[src/rtl/core/tbpf_pkg.sv]
`timescale 1ns / 1ps
// ----------------------------------------------------------------------------
// tbpf_pkg
// Shared sizes, codes and types of the tiled background pixel fetch.
// ----------------------------------------------------------------------------
package tbpf_pkg;

  // Storage sizes in bytes
  localparam int VIDEO_BYTES   = 65536;
  localparam int PALETTE_BYTES = 512;

  // Derived address widths; both memories are split into even/odd byte lanes
  localparam int VA_W = $clog2(VIDEO_BYTES);
  localparam int VW_W = VA_W - 1;
  localparam int PA_W = $clog2(PALETTE_BYTES);
  localparam int PW_W = PA_W - 1;

  // Width of intermediate address sums before the wrap to the memory size
  localparam int CALC_W = 18;

  // Layout constants
  localparam int CHAR_BLOCK_BYTES = 'h4000;
  localparam int MAP_BLOCK_BYTES  = 'h800;
  localparam int MAP_ROW_BYTES    = 64;

  // Command queue between front and back
  localparam int Q_DEPTH = 2;
  localparam int QP_W    = (Q_DEPTH > 1) ? $clog2(Q_DEPTH) : 1;
  localparam int QC_W    = $clog2(Q_DEPTH + 1);

  // Input actions
  typedef logic [1:0] action_t;
  localparam action_t ACT_VRAM_WR  = 2'd0;
  localparam action_t ACT_PAL_WR   = 2'd1;
  localparam action_t ACT_FETCH    = 2'd2;
  localparam action_t ACT_RESERVED = 2'd3;

  // Configuration register indexes
  typedef logic [2:0] cfg_index_t;
  localparam cfg_index_t REG_CHAR_BASE = 3'd0;
  localparam cfg_index_t REG_MAP_BASE  = 3'd1;
  localparam cfg_index_t REG_COLOR_8BPP = 3'd2;
  localparam cfg_index_t REG_MAP_WIDE  = 3'd3;
  localparam cfg_index_t REG_MAP_TALL  = 3'd4;
  localparam cfg_index_t REG_SCROLL_X  = 3'd5;
  localparam cfg_index_t REG_SCROLL_Y  = 3'd6;
  localparam int CFG_DATA_W = 9;

  // Classified command handed from front to back
  typedef struct packed {
    action_t          kind;
    logic [15:0]      addr;
    logic [7:0]       data;
    logic [VW_W-1:0]  map_word;
    logic [2:0]       col;
    logic [2:0]       row;
  } cmd_t;

  // Configuration the back end needs
  typedef struct packed {
    logic [1:0] char_base;
    logic       color_8bpp;
  } back_cfg_t;

endpackage

[src/rtl/core/tbpf_if.sv]
`timescale 1ns / 1ps
// ----------------------------------------------------------------------------
// tbpf_in_if / tbpf_out_if
// Valid/ready channels for input items and result pixels.
// ----------------------------------------------------------------------------
interface tbpf_in_if;
  logic        valid;
  logic        ready;
  logic [1:0]  action;
  logic [7:0]  pixel_x;
  logic [7:0]  pixel_y;
  logic [15:0] mem_address;
  logic [7:0]  write_data;

  modport source (output valid, action, pixel_x, pixel_y, mem_address, write_data,
                  input ready);
  modport sink   (input valid, action, pixel_x, pixel_y, mem_address, write_data,
                  output ready);
endinterface


[src/rtl/core/tbpf_front.sv]
`timescale 1ns / 1ps
// ----------------------------------------------------------------------------
// tbpf_front
// Configuration registers, input acceptance and classification; computes
// the scrolled map entry address of a fetch.
// ----------------------------------------------------------------------------
module tbpf_front
  import tbpf_pkg::*;
(
  input  logic                  clk,
  input  logic                  rst_n,
  input  logic                  cfg_we,
  input  cfg_index_t            cfg_index,
  input  logic [CFG_DATA_W-1:0] cfg_data,
  tbpf_in_if.sink               in_bus,
  input  logic                  q_full,
  output logic                  q_push,
  output cmd_t                  q_cmd,
  output back_cfg_t             back_cfg
);

  logic [1:0] char_base_r;
  logic [4:0] map_base_r;
  logic       color_8bpp_r;
  logic       map_wide_r;
  logic       map_tall_r;
  logic [8:0] scroll_x_r;
  logic [8:0] scroll_y_r;

  always_ff @(posedge clk) begin
    if (!rst_n) begin
      char_base_r  <= '0;
      map_base_r   <= '0;
      color_8bpp_r <= 1'b0;
      map_wide_r   <= 1'b0;
      map_tall_r   <= 1'b0;
      scroll_x_r   <= '0;
      scroll_y_r   <= '0;
    end else if (cfg_we) begin
      unique case (cfg_index)
        REG_CHAR_BASE:  char_base_r  <= cfg_data[1:0];
        REG_MAP_BASE:   map_base_r   <= cfg_data[4:0];
        REG_COLOR_8BPP: color_8bpp_r <= cfg_data[0];
        REG_MAP_WIDE:   map_wide_r   <= cfg_data[0];
        REG_MAP_TALL:   map_tall_r   <= cfg_data[0];
        REG_SCROLL_X:   scroll_x_r   <= cfg_data;
        REG_SCROLL_Y:   scroll_y_r   <= cfg_data;
        default: ;
      endcase
    end
  end

  assign back_cfg = '{char_base: char_base_r, color_8bpp: color_8bpp_r};

  // Scrolled position, wrapped to a 256 or 512 pixel map
  logic [8:0]        sum_x, sum_y, map_x, map_y;
  logic [1:0]        blk;
  logic [CALC_W-1:0] map_addr;

  always_comb begin
    sum_x = {1'b0, in_bus.pixel_x} + scroll_x_r;
    sum_y = {1'b0, in_bus.pixel_y} + scroll_y_r;
    map_x = {sum_x[8] & map_wide_r, sum_x[7:0]};
    map_y = {sum_y[8] & map_tall_r, sum_y[7:0]};
    // Screen block: right half adds one, bottom half adds the blocks per row
    blk = {1'b0, map_x[8]} + (map_wide_r ? {map_y[8], 1'b0} : {1'b0, map_y[8]});
    map_addr = (CALC_W'(map_base_r) + CALC_W'(blk)) * CALC_W'(MAP_BLOCK_BYTES)
             + CALC_W'(map_y[7:3]) * CALC_W'(MAP_ROW_BYTES)
             + CALC_W'({map_x[7:3], 1'b0});
  end

  assign in_bus.ready = !q_full;

  always_comb begin
    q_cmd.kind     = in_bus.action;
    q_cmd.addr     = in_bus.mem_address;
    q_cmd.data     = in_bus.write_data;
    q_cmd.map_word = map_addr[VA_W-1:1];
    q_cmd.col      = map_x[2:0];
    q_cmd.row      = map_y[2:0];
  end

  // Drop the reserved action: accepted, never queued
  always_comb begin
    q_push = 1'b0;
    if (in_bus.valid && !q_full) begin
      unique case (in_bus.action) inside
        ACT_VRAM_WR, ACT_PAL_WR, ACT_FETCH: q_push = 1'b1;
        default:                            q_push = 1'b0;
      endcase
    end
  end

endmodule

[src/flat_wrapper.sv]
// flat-port wrapper written by rule: the top's interface ports become plain ports
module tbpf_front_flat import tbpf_pkg::*;
  (clk, rst_n, cfg_we, cfg_index, cfg_data, q_full, q_push, q_cmd, back_cfg, in_bus_valid, in_bus_action, in_bus_pixel_x, in_bus_pixel_y, in_bus_mem_address, in_bus_write_data, in_bus_ready);
  tbpf_in_if in_bus_i ();
  input  logic clk;
  input  logic rst_n;
  input  logic cfg_we;
  input  cfg_index_t cfg_index;
  input  logic [CFG_DATA_W-1:0] cfg_data;
  input  logic q_full;
  output logic q_push;
  output cmd_t q_cmd;
  output back_cfg_t back_cfg;
  input wire logic [$bits(in_bus_i.valid)-1:0] in_bus_valid;
  input wire logic [$bits(in_bus_i.action)-1:0] in_bus_action;
  input wire logic [$bits(in_bus_i.pixel_x)-1:0] in_bus_pixel_x;
  input wire logic [$bits(in_bus_i.pixel_y)-1:0] in_bus_pixel_y;
  input wire logic [$bits(in_bus_i.mem_address)-1:0] in_bus_mem_address;
  input wire logic [$bits(in_bus_i.write_data)-1:0] in_bus_write_data;
  output wire logic [$bits(in_bus_i.ready)-1:0] in_bus_ready;
  assign in_bus_i.valid = in_bus_valid;
  assign in_bus_i.action = in_bus_action;
  assign in_bus_i.pixel_x = in_bus_pixel_x;
  assign in_bus_i.pixel_y = in_bus_pixel_y;
  assign in_bus_i.mem_address = in_bus_mem_address;
  assign in_bus_i.write_data = in_bus_write_data;
  assign in_bus_ready = in_bus_i.ready;
  tbpf_front u_core (.clk(clk), .rst_n(rst_n), .cfg_we(cfg_we), .cfg_index(cfg_index), .cfg_data(cfg_data), .in_bus(in_bus_i), .q_full(q_full), .q_push(q_push), .q_cmd(q_cmd), .back_cfg(back_cfg));
endmodule
[config.mk]
export PLATFORM = sky130hd
export DESIGN_NAME = tbpf_front_flat
export DESIGN_NICKNAME = d
export VERILOG_FILES = /design/src/rtl/core/tbpf_pkg.sv /design/src/rtl/core/tbpf_if.sv /design/src/rtl/core/tbpf_front.sv /design/src/flat_wrapper.sv
export SDC_FILE = /design/constraint.sdc
export NUM_CORES = 1
export LEC_CHECK = 0
export ABC_AREA = 1
export BUFFER_PORTS_ARGS = -buffer_cell sky130_fd_sc_hd__buf_2
export CORE_AREA = 10 10 98 74
export CTS_CLUSTER_SIZE = 10
export DETAILED_ROUTE_END_ITERATION = 6
export DIE_AREA = 0 0 108 84
export PLACE_DENSITY = 0.78
export SLEW_MARGIN = 20
export SYNTH_ARGS = -nofsm -noshare
export SYNTH_HDL_FRONTEND = slang
export SYNTH_SLANG_ARGS = --single-unit
[constraint.sdc]
create_clock -name clk -period 2.9 [get_ports clk]
set_clock_uncertainty 0.15 [all_clocks]
set_input_delay 0.29 -clock clk [delete_from_list [all_inputs] [get_ports clk]]
set_output_delay 0.29 -clock clk [all_outputs]
set_load 0.005 [all_outputs]
==> results_dict.tcl <==
set metrics [dict create \
    status "finished, violations left" \
    failed_checks "negative setup slack" \
    grt_max_degree 28 \
    worst_r2r_path_depth 2 \
    syn_avg_cell_area_um2 7.08 \
    io_buffers 62 \
    yosysMostFrequentCell "nor2_1" \
    ant_nets 0 \
    ys_seq_area_frac 0.270 \
    syn_area_um2 2080 \
    drv_slew 0 \
    grt.overflow.total 0 \
    period_share 1.04 \
    setup_viol 3 \
    crit_type "flip-flop to output port" \
    synth_top_cells_by_count "nor2_1 (54), nand2_1 (43), inv_1 (29)" \
    dieArea_um2 9070 \
    clock_sinks 28 \
    track_usage 0.112 \
    ir_worst_vdd_v 0.000315 \
    first_iter_violations 154 \
    htree_levels 1 \
    drive_gt1_frac 0.315 \
    hold_violations 0 \
    pre_cts_ws_ns -0.0656 \
    required_ns 2.46 \
    worstPathArrival_ns 2.57 \
    drcViolationCount 0 \
    period_minus_slack_ns 3.01 \
    worstSetupStartpointType "flip-flop" \
    io_pins 111 \
    diodes 0 \
    wl_met1_mm 2.38 \
    vias_per_cell 4.66 \
    cp-end-kind "output port" \
    fin_ws_ns -0.106 \
    num_rows 23 \
    nets 418 \
    synth_top_cell_by_area "dfxtp_1" \
    wl_mm 5.26 \
    power_mw 0.924 \
    worst_pin_slew_ns 0.384 \
    die_h_um 84 \
    grt_pass1_wl_mm 8.62 \
    synth_top_area_frac 0.270 \
    synth-edff-count 0 \
    ys_warn_count 0 \
    met3_length_um 352 \
    synth_seq_cells 28 \
    synth_async_sr_flop_share 0 \
    route.met2.wl_mm 2.45 \
    min_path_type "input pin to flip-flop" \
    cts.clk_slew.worst_paths_ns 0.10 \
    dpl-instance-area_um2 2300 \
    syn-num-nets 373 \
    clk_latency_ns 0.27 \
    synth_ff_type "dfxtp_1" \
    dr.pass1.iters 4 \
    synth.area.top_cells "dfxtp_1 (27%), ha_1 (11%), buf_4 (9.8%)" \
    grt_pass1_vias 1906 \
    synth_cell_types 27 \
    critPathMaxFanout 2 \
    gp_congestion 0.826 \
    final.hold.worst_slack_ns 0.0942 \
    fmax_mhz 333 \
    rsz0062_at_grt "true" \
    clock_path_buffers 2 \
    min_path_cells 3 \
    power.leakage_nw 1.27 \
    highest_layer "met4" \
    start_util 0.378 \
    wl_per_cell_um 12.8 \
    fillCellCount 560 \
    design_area_um2 2500 \
    die_w_um 108 \
    max_cap_viol_count 0 \
    area_growth_pct 20.4 \
    num_vias 1918 \
    powerDensity_nw_per_um2 370 \
    antenna_found_initial 0 \
    cts_buffers 3 \
    dp_hpwl_mm 4.28 \
    root_buffer "clkbuf_8" \
    cts_tree "done" \
    max-slew-margin-rel 0.744 \
    synthCells 293 \
    coreArea_um2 5500 \
]
==> cell type report <==
| class | instances | area [µm²] | share of cell area |
|---|---|---|---|
| Timing Repair Buffer | 70 | 370 | 0.148 |
| Tap cell | 75 | 93.8 | 0.0375 |
| Clock buffer | 3 | 41.3 | 0.0165 |
| Multi-Input combinational cell | 204 | 1280 | 0.514 |
| Inverter | 31 | 116 | 0.0465 |
| Sequential cell | 28 | 563 | 0.225 |
| Clock inverter | 1 | 30.0 | 0.0120 |
==> cell families after synthesis <==
group,count (synthesis),synth area share
buffers and inverters,61,0.163
DFF,28,0.270
xor gates and xnor gates,13,0.0549
and+or+nand+nor,125,0.256
adders and majority gates,21,0.137
AOI/OAI and AO/OA,45,0.119
==> path summary, 6_finish.rpt <==
path	startpoint	to	slack, ns
worst max-delay path	u_core.scroll_y_r[0]	q_cmd[20]	-0.11
worst min-delay path	cfg_data[6]	u_core.scroll_x_r[6]	0.09
worst max register to register	u_core.map_base_r[2]	u_core.map_base_r[2]	2.05
worst min register to register	u_core.color_8bpp_r	u_core.color_8bpp_r	0.31
==> state kept, by name, indices dropped and copies added, names as in the netlist <==
| name | flops |
|---|---|
| u_core.map_base_r | 5 |
| u_core.scroll_y_r | 9 |
| u_core.color_8bpp_r | 1 |
| u_core.scroll_x_r | 9 |
| u_core.map_tall_r | 1 |
| u_core.char_base_r | 2 |
| u_core.map_wide_r | 1 |
==> report_power, final <==
group	internal (mW)	switching, mW	leakage, nW
logic	0.0923	0.111	1.01
clock network	0.185	0.128	0.0357
registers	0.398	0.0100	0.228
==> cell usage in the layout (no fill, tap or decap), types with 2 or more instances in the layout <==
cell	Yosys	layout
dfxtp_1	28	26
nand3_2	0	4
or2_1	2	2
a31oi_1	2	2
o21ai_0	25	25
a21oi_1	9	8
fa_2	0	3
xnor2_1	3	3
nand2_1	43	37
inv_1	29	28
xor2_1	10	10
dfxtp_2	0	2
nor2_1	54	54
buf_4	27	8
clkbuf_8	0	3
ha_4	0	4
ha_1	18	13
o21bai_1	5	5
nand3_1	17	13
nand2_2	1	7
inv_2	2	3
buf_2	0	62
nor2_4	2	3
nand4_1	2	2
==> layer usage <==
layer	vias up	global-route usage
li1	1002	-
met4	0	0.0230
met3	15	0.0409
met1	844	0.135
met5	-	0
met2	57	0.185
==> per-stage QoR <==
stage | utilization | TNS (ns) | cells
after floorplan | - | 0 | 293
after global placement | 0.419 | 0 | 406
after detailed placement | 0.419 | -0.0656 | 406
after CTS | 0.442 | -0.125 | 410
after global routing | 0.455 | -0.654 | 412
final | 0.455 | -0.175 | 412
==> repair_timing <==
action,in CTS,in global routing
resized for setup,15,12
pin swaps,2,2
hold buffers,0,0
endpoints found under the setup margin,4,4
setup buffers,0,2
==> worst max-delay path, stage by stage, from the launching register on <==
cell and delay (ns):
dfxtp_2 0.35, ha_4 0.16, fa_2 0.34, nand2_2 0.07, nand2_2 0.06, nand3_2 0.08, nand2_1 0.06, nand2_1 0.07
nand2_2 0.06, nand3_1 0.09, nand2_2 0.08, ha_4 0.17, fa_2 0.37, nand3_2 0.10, xnor2_1 0.11, buf_2 0.13
Power figures use the tool's default switching activity.
