**src/rtl/core/tbpf_pkg.sv**
```systemverilog
`timescale 1ns / 1ps
// ----------------------------------------------------------------------------
// tbpf_pkg
// Shared sizes, codes and types of the tiled background pixel fetch.
// ----------------------------------------------------------------------------
package tbpf_pkg;

  // Storage sizes in bytes
  localparam int VIDEO_BYTES   = 65536;
  localparam int PALETTE_BYTES = 512;

  // Derived address widths; both memories are split into even/odd byte lanes
  localparam int VA_W = $clog2(VIDEO_BYTES);
  localparam int VW_W = VA_W - 1;
  localparam int PA_W = $clog2(PALETTE_BYTES);
  localparam int PW_W = PA_W - 1;

  // Width of intermediate address sums before the wrap to the memory size
  localparam int CALC_W = 18;

  // Layout constants
  localparam int CHAR_BLOCK_BYTES = 'h4000;
  localparam int MAP_BLOCK_BYTES  = 'h800;
  localparam int MAP_ROW_BYTES    = 64;

  // Command queue between front and back
  localparam int Q_DEPTH = 2;
  localparam int QP_W    = (Q_DEPTH > 1) ? $clog2(Q_DEPTH) : 1;
  localparam int QC_W    = $clog2(Q_DEPTH + 1);

  // Input actions
  typedef logic [1:0] action_t;
  localparam action_t ACT_VRAM_WR  = 2'd0;
  localparam action_t ACT_PAL_WR   = 2'd1;
  localparam action_t ACT_FETCH    = 2'd2;
  localparam action_t ACT_RESERVED = 2'd3;

  // Configuration register indexes
  typedef logic [2:0] cfg_index_t;
  localparam cfg_index_t REG_CHAR_BASE = 3'd0;
  localparam cfg_index_t REG_MAP_BASE  = 3'd1;
  localparam cfg_index_t REG_COLOR_8BPP = 3'd2;
  localparam cfg_index_t REG_MAP_WIDE  = 3'd3;
  localparam cfg_index_t REG_MAP_TALL  = 3'd4;
  localparam cfg_index_t REG_SCROLL_X  = 3'd5;
  localparam cfg_index_t REG_SCROLL_Y  = 3'd6;
  localparam int CFG_DATA_W = 9;

  // Classified command handed from front to back
  typedef struct packed {
    action_t          kind;
    logic [15:0]      addr;
    logic [7:0]       data;
    logic [VW_W-1:0]  map_word;
    logic [2:0]       col;
    logic [2:0]       row;
  } cmd_t;

  // Configuration the back end needs
  typedef struct packed {
    logic [1:0] char_base;
    logic       color_8bpp;
  } back_cfg_t;

endpackage

```
**src/rtl/core/tbpf_queue.sv**
```systemverilog
`timescale 1ns / 1ps
// ----------------------------------------------------------------------------
// tbpf_queue
// Small FIFO of classified commands between front and back.
// ----------------------------------------------------------------------------
module tbpf_queue
  import tbpf_pkg::*;
(
  input  logic clk,
  input  logic rst_n,
  input  logic push,
  input  cmd_t push_cmd,
  input  logic pop,
  output cmd_t head,
  output logic empty,
  output logic full
);

  cmd_t            slot_r [Q_DEPTH];
  logic [QP_W-1:0] wptr_r;
  logic [QP_W-1:0] rptr_r;
  logic [QC_W-1:0] count_r;

  assign empty = (count_r == '0);
  assign full  = (count_r == QC_W'(Q_DEPTH));
  assign head  = slot_r[rptr_r];

  always_ff @(posedge clk) begin
    if (push) begin
      slot_r[wptr_r] <= push_cmd;
    end
  end

  always_ff @(posedge clk) begin
    if (!rst_n) begin
      wptr_r  <= '0;
      rptr_r  <= '0;
      count_r <= '0;
    end else begin
      if (push) begin
        wptr_r <= (wptr_r == QP_W'(Q_DEPTH - 1)) ? '0 : wptr_r + 1'b1;
      end
      if (pop) begin
        rptr_r <= (rptr_r == QP_W'(Q_DEPTH - 1)) ? '0 : rptr_r + 1'b1;
      end
      case ({push, pop})
        2'b10:   count_r <= count_r + 1'b1;
        2'b01:   count_r <= count_r - 1'b1;
        default: count_r <= count_r;
      endcase
    end
  end

endmodule

```
**config.mk**
```make
export PLATFORM = sky130hd
export DESIGN_NAME = tbpf_queue
export DESIGN_NICKNAME = d
export VERILOG_FILES = /design/src/rtl/core/tbpf_pkg.sv /design/src/rtl/core/tbpf_queue.sv
export SDC_FILE = /design/constraint.sdc
export NUM_CORES = 1
export LEC_CHECK = 0
export BUFFER_PORTS_ARGS = -buffer_cell sky130_fd_sc_hd__buf_2
export CAP_MARGIN = 20
export CORE_MARGIN = 2
export CORE_UTILIZATION = 45
export DETAILED_ROUTE_END_ITERATION = 8
export PLACE_DENSITY_LB_ADDON = 0.1
export SLEW_MARGIN = 10
export SYNTH_ARGS = -nofsm -noshare
export SYNTH_HDL_FRONTEND = slang
export SYNTH_SLANG_ARGS = --single-unit
```
**constraint.sdc**
```tcl
create_clock -name clk -period 8.3 [get_ports clk]
set_clock_uncertainty 0.1 [all_clocks]
set_input_delay 0.415 -clock clk [delete_from_list [all_inputs] [get_ports clk]]
set_output_delay 0.415 -clock clk [all_outputs]
set_load 0.03 [all_outputs]
```
==> out/metrics.cfg, run 1 <==
[yosys]
yosysSeqAreaShare_pct=81.17
yosysUniqueCellTypes=17
synth_top_area_share_pct=78.39
synth_top_area_cell=edfxtp_1
syn_inst=168
yosys_warnings=0
ys_ff_latch=99
syn_nets=220
netlist_area_mm2=0.003601
netlist_top_cells_area=edfxtp_1, mux2_2, dfxtp_1
syn_avg_cell_area_um2=21.43

[power]
p_sw_share_pct=25.45
power_switching_uw=251.6
p_comb_share_pct=15.0
power_leakage_uw=0.001634
vdd_drop_max_mv=0.1041
power_density_mw_per_mm2=225.0
p_clk_share_pct=25.9
seqPwrFrac_pct=59.2
intPower_uw=737.2

[layout]
fin_cells=382
area_growth_pct=22.06
fillers=629
drive_gt1_share_pct=59.29
diodes=0
fin_nets=328

[worst_hold_path]
min_path_cells=1
min_from=push_cmd[43]
min_path_type=in2reg
min_to=slot_r[1][43]

[cts]
cts_root_buf=clkbuf_8
cts_buffer_depth=2
clk_pin_slew_ns=0.09
cts_resized=0
htree_levels=3
cts_tree=yes
cts-buffers-inserted=9
cts_hold_buffers=0
clk_latency_ns=0.33
cts_sinks=99
post_cts_buffers=0

[worst_setup_path]
rrSetupSlack_ns=6.41
rr_startpoint=wptr_r
crit_arrival_ns=1.76
worst_setup_path_start_kind=register
crit_chain=buf_12 -> mux2_2 -> buf_2
crit_fanout=33
crit_family=flip-flops
required_ns=7.79
crit_buf_inv=2
critPathCaptureType=primary output
r2r-end=slot_r[0][26]
crit_type=reg2out
r2r_cells=2
cp_slowest_cell=dfxtp_2
cpPeakStageDelay_ns=0.58

[drt]
vias_per_cell=4.736
first_iter_violations=68
vias=1809
dr.pass1.iters=4
ant_nets=0
drc=0
routed_wirelength_um=5844
wl_per_cell_um=15.30

[timing]
relSlewSlack_pct=41.58
tns_ns=0
tightest_slew_ns=0.8742
finalHoldViolCount=0
min_period_ns=2.271
fin_crit_sh_pct=27.36
slew_violations=0
rsz0062_at_grt=no
fmax_mhz=440.4
finalSetupViolCount=0

[placement]
dp_cells=367
dp_hpwl_um=3891
port_buffers=99
gp_congestion=0.6587

[status]
status=complete, no violations

[grt]
grt_pass1_vias=1824
grt_max_degree=34
grt_first_pass_wirelength_um=9011
antenna_found_initial=0
grt_overflow_total=0
grt_util_all_layers_pct=13.91

[run]
drv_cap=0

[floorplanning]
coreArea_mm2=0.007727
start_util_pct=46.60
die_h_um=93.46
dieArea_mm2=0.008734
die_x_um=93.46
num_io_pins=100
rows=32

-- layer usage --
layer / share of wire, % / vias to the layer above / wire length, um / GRT usage (%)
li1: - / 868 / - / -
met4: 1.5 / 0 / 90 / 6.250
met2: 50 / 62 / 2895 / 22.96
met1: 42 / 870 / 2437 / 17.31
met5: 0 / - / 0 / 0
met3: 7.2 / 9 / 421 / 3.546
-- cells by family (layout without fill, tap and decap cells) --
kind of cell    count (synthesis)  after routing  share of synthesized area, %
compound gates                  3              3                        0.5560
xor+xnor                        3              3                        0.7298
fa+ha+maj                       1              1                        0.3474
buf+inv                         6            118                         1.008
flops                          99             99                         81.17
mux                            47             47                         14.70
simple gates                    9              9                         1.494
-- sequential cells by signal, indices dropped and copies added, names as in the netlist, named ones only --
register,count
rptr_r,1
slot_r,94
wptr_r,1
count_r,2
-- cell usage in the layout, fill, tap and decap left out, types with 2 or more instances in the layout --
cell type	n
buf_2	99
edfxtp_1	94
mux2_2	47
clkbuf_8	9
dfxtp_1	4
and2_1	3
clkinvlp_4	3
xnor2_1	2
buf_4	2
-- worst max path at each step --
stage | from | to | slack, ns | depth (start not counted)
global placement | register | head[34] | 6.02 | 2
detailed placement | push | slot_r[0][11] | 6.10 | 4
CTS | register | head[34] | 5.99 | 3
global route | register | head[36] | 5.94 | 3
floorplan | push | slot_r[0][0] | 5.27 | 2
finish | register | head[34] | 6.03 | 3
-- Yosys cell counts --
cell,n
ha_1,1
and2b_2,1
nor2b_1,1
edfxtp_1,94
mux2_2,47
o21a_1,1
xor2_1,1
and2_1,4
buf_2,2
buf_4,3
or3_1,1
inv_1,1
o21ai_0,1
xnor2_1,2
dfxtp_1,5
nor2_1,2
a21boi_1,1
-- worst register-to-register path, delay by kind of cell (launching register included) --
kind	cells	cell delay, ns
simple gates	1	0.70
flops	1	0.35
buf+inv	1	0.42
-- power groups by stage --
| stage | Combinational (uW) | Sequential [uW] | Clock [uW] |
|---|---|---|---|
| global route | 158 | 588 | 284 |
| CTS | 151 | 585 | 265 |
| floorplan | 106 | 593 | 0 |
| detailed placement | 150 | 597 | 0 |
| finish | 148 | 585 | 256 |
| global placement | 142 | 602 | 0 |
-- through the flow --
stage               setup slack (ns)  total power, uW  cell area [um^2]  hold WS [ns]  utilization [%]
global route                   5.942             1031              4395        0.1392            56.88
global placement               6.023            744.2              4217        0.4001            54.57
detailed placement             6.102            747.1              4237        0.3997            54.83
CTS                            5.988             1001              4395        0.1379            56.88
finish                         6.029            988.9              4395        0.1548            56.88
floorplan                      5.268            698.7              3601        0.3662                -
-- cell type report --
type / instances / area (um^2) / share of cell area [%]
Clock inverter: 5 / 31.28 / 0.7116
Clock buffer: 10 / 127.6 / 2.903
Sequential cell: 99 / 2924 / 66.52
Multi-Input combinational cell: 63 / 650.6 / 14.80
Timing Repair Buffer: 102 / 530.5 / 12.07
Tap cell: 102 / 127.6 / 2.903
Inverter: 1 / 3.754 / 0.08540
No activity file was read; power rests on OpenSTA's default activity.
==> run 2, diff against run 1 <==
==> constraint.sdc (replaced) <==
create_clock -name clk -period 1.8 [get_ports clk]
set_clock_uncertainty 0.1 [all_clocks]
set_input_delay 0.09 -clock clk [delete_from_list [all_inputs] [get_ports clk]]
set_output_delay 0.09 -clock clk [all_outputs]
set_load 0.03 [all_outputs]
==> out/metrics.cfg, run 2 (synthesis gave the netlist of run 1 again) <==
[status]
status=complete, no violations  ; unchanged

[timing]
slew_violations=0  ; unchanged
worst_slack_ns=0.1225  ; was 6.029 ns
min_period_ns=1.677
relSlewSlack_pct=78.82  ; was 41.58%
fmax_mhz=596.1
tns_ns=0  ; unchanged
finalSetupViolCount=0  ; unchanged
finalHoldViolCount=0  ; unchanged
fin_crit_sh_pct=93.19
rsz0062_at_grt=no  ; unchanged
tightest_slew_ns=0.3177  ; was 0.8742 ns

[floorplanning]
start_util_pct=46.60  ; unchanged
die_h_um=93.46  ; unchanged
rows=32  ; unchanged
num_io_pins=100  ; unchanged
coreArea_mm2=0.007727  ; unchanged
dieArea_mm2=0.008734  ; unchanged
die_x_um=93.46  ; unchanged

[layout]
finish.utilization_pct=65.43  ; was 56.88%
mostFrequentLayoutCell=buf_2  ; unchanged
final_cell_mix=buf_2, edfxtp_1, dlygate4sd3_1  ; was buf_2, edfxtp_1, mux2_2
fillers=571  ; was 629
fin_nets=382  ; was 328
largest_reg_flops=94  ; unchanged
area_growth_pct=40.41  ; was 22.06%
drive_gt1_share_pct=51.64  ; was 59.29%
diodes=0  ; unchanged
reg_top3=slot_r: 94 flops, count_r: 2 flops  ; unchanged
top_register=slot_r  ; unchanged

[cts]
cts_tree=yes  ; unchanged
cts_buffer_depth=2  ; unchanged
clk_latency_ns=0.35  ; was 0.33 ns
cts-buffers-inserted=9  ; unchanged
post_cts_buffers=0  ; unchanged
clk_pin_slew_ns=0.09  ; about the same
cts_root_buf=clkbuf_8  ; unchanged
cts_sinks=99  ; unchanged
htree_levels=3  ; unchanged

[run]
drv_cap=0  ; unchanged

[grt]
use_met1_pct=16.86  ; was 17.31%
use_met2_pct=24.94  ; was 22.96%
grt.busiest_layer=met2  ; unchanged
grt_first_pass_wirelength_um=9453  ; was 9011 um
grt_pass1_vias=2069  ; was 1824
grt_util_all_layers_pct=14.51  ; was 13.91%
antenna_found_initial=0  ; unchanged
grt_overflow_total=0  ; unchanged
grt_max_degree=32  ; was 34
grtUsageMet3_pct=3.707  ; was 3.546%

[worst_hold_path]
min_from=push_cmd[17]  ; was push_cmd[43]
min_path_type=in2reg  ; unchanged
min_to=slot_r[0][17]  ; was slot_r[1][43]
min_path_cells=2  ; was 1

[worst_setup_path]
r2r_cells=2  ; unchanged
crit_arrival_ns=1.49  ; was 1.76 ns
crit_fanout=20  ; was 33
required_ns=1.61  ; was 7.79 ns
crit_type=reg2out  ; unchanged
r2r-end=slot_r[1][16]  ; was slot_r[0][26]
rrSetupSlack_ns=0.41  ; was 6.41 ns
rr_startpoint=wptr_r  ; unchanged
worst_setup_path_start_kind=register  ; unchanged
critPathCaptureType=primary output  ; unchanged

[drt]
drc=0  ; unchanged
vias=2010  ; was 1809
routed_wirelength_um=6155  ; was 5844 um
ant_nets=0  ; unchanged
dr.pass1.iters=6  ; was 4
wl_per_cell_um=14.08  ; was 15.30 um
first_iter_violations=76  ; was 68
vias_per_cell=4.600  ; was 4.736

[power]
power_switching_uw=1226  ; was 251.6 uW
p_comb_share_pct=15.6  ; was 15.0%
intPower_uw=3931  ; was 737.2 uW
p_sw_share_pct=23.77  ; was 25.45%
p_clk_share_pct=32.4  ; was 25.9%
power_density_mw_per_mm2=1020  ; was 225.0 mW/mm^2
seqPwrFrac_pct=52.1  ; was 59.2%
power_leakage_uw=0.001923  ; was 0.001634 uW
vdd_drop_max_mv=0.5771  ; was 0.1041 mV

[placement]
port_buffers=99  ; unchanged
dp_hpwl_um=3850  ; was 3891 um
pre_cts_ws_ns=0.3943  ; was 6.102 ns
gp_congestion=0.7063  ; was 0.6587

run 2: cell types whose count changed in the layout (fill, tap and decap cells not counted):
cell and change:
clkinv_2 -1, buf_6 +1, clkbuf_1 -1, clkinv_1 -1, clkinvlp_4 -2, clkinv_4 +2, bufinv_16 +3, buf_12 +3
inv_6 +1, dlygate4sd3_1 +50
run 2: worst max-delay path by stage:
stage               startpoint       endpoint  depth (start not counted)
finish                register       head[24]                          3
global placement        wptr_r  slot_r[1][29]                          2
floorplan               wptr_r   slot_r[0][0]                          1
detailed placement      wptr_r  slot_r[1][29]                          2
CTS                   register       head[23]                          3
global route          register       head[24]                          3
run 2: power groups by stage:
stage,clock [uW],sequential [uW],combinational (uW)
floorplan,0,2730,490
global placement,0,2740,720
detailed placement,0,2740,726
CTS,1720,2690,813
global route,1800,2700,857
finish,1670,2690,803
run 2: what timing repair did:
action | 4_1_cts | 5_1_grt
endpoints found under the hold margin | 99 | 0
setup endpoints to repair | 0 | 15
hold buffers | 50 | 0
gates resized for setup | 0 | 1
run 2: routing by layer:
metal | part of all wire [%] | vias up
met1 | 43 | 956
met2 | 50 | 60
met3 | 5.3 | 12
li1 | - | 982
met4 | 2.0 | 0
met5 | 0 | -
run 2: area by class of cell:
| type | instances | area (um^2) | share of cell area (%) |
|---|---|---|---|
| Sequential cell | 99 | 2924 | 57.83 |
| Multi-Input combinational cell | 63 | 650.6 | 12.87 |
| Clock buffer | 9 | 123.9 | 2.450 |
| Inverter | 1 | 3.754 | 0.07424 |
| Clock inverter | 7 | 123.9 | 2.450 |
| Tap cell | 102 | 127.6 | 2.524 |
| Timing Repair Buffer | 156 | 1102 | 21.80 |
run 2: worst max-delay path, cell delays in order, from the launching register on:
cell	delay (ns)
dfxtp_2	0.36
buf_6	0.22
mux2_2	0.37
buf_2	0.18
run 2: through the flow:
step,total power [uW],instances,area [um^2],hold WS [ns]
4_1_cts,5222,437,5052,0.3398
3_5_place_dp,3465,371,4304,0.1813
5_1_grt,5355,437,5056,0.3413
3_3_place_gp,3456,371,4304,0.1783
2_1_floorplan,3220,168,3610,0.08887
6_report,5157,437,5056,0.3549
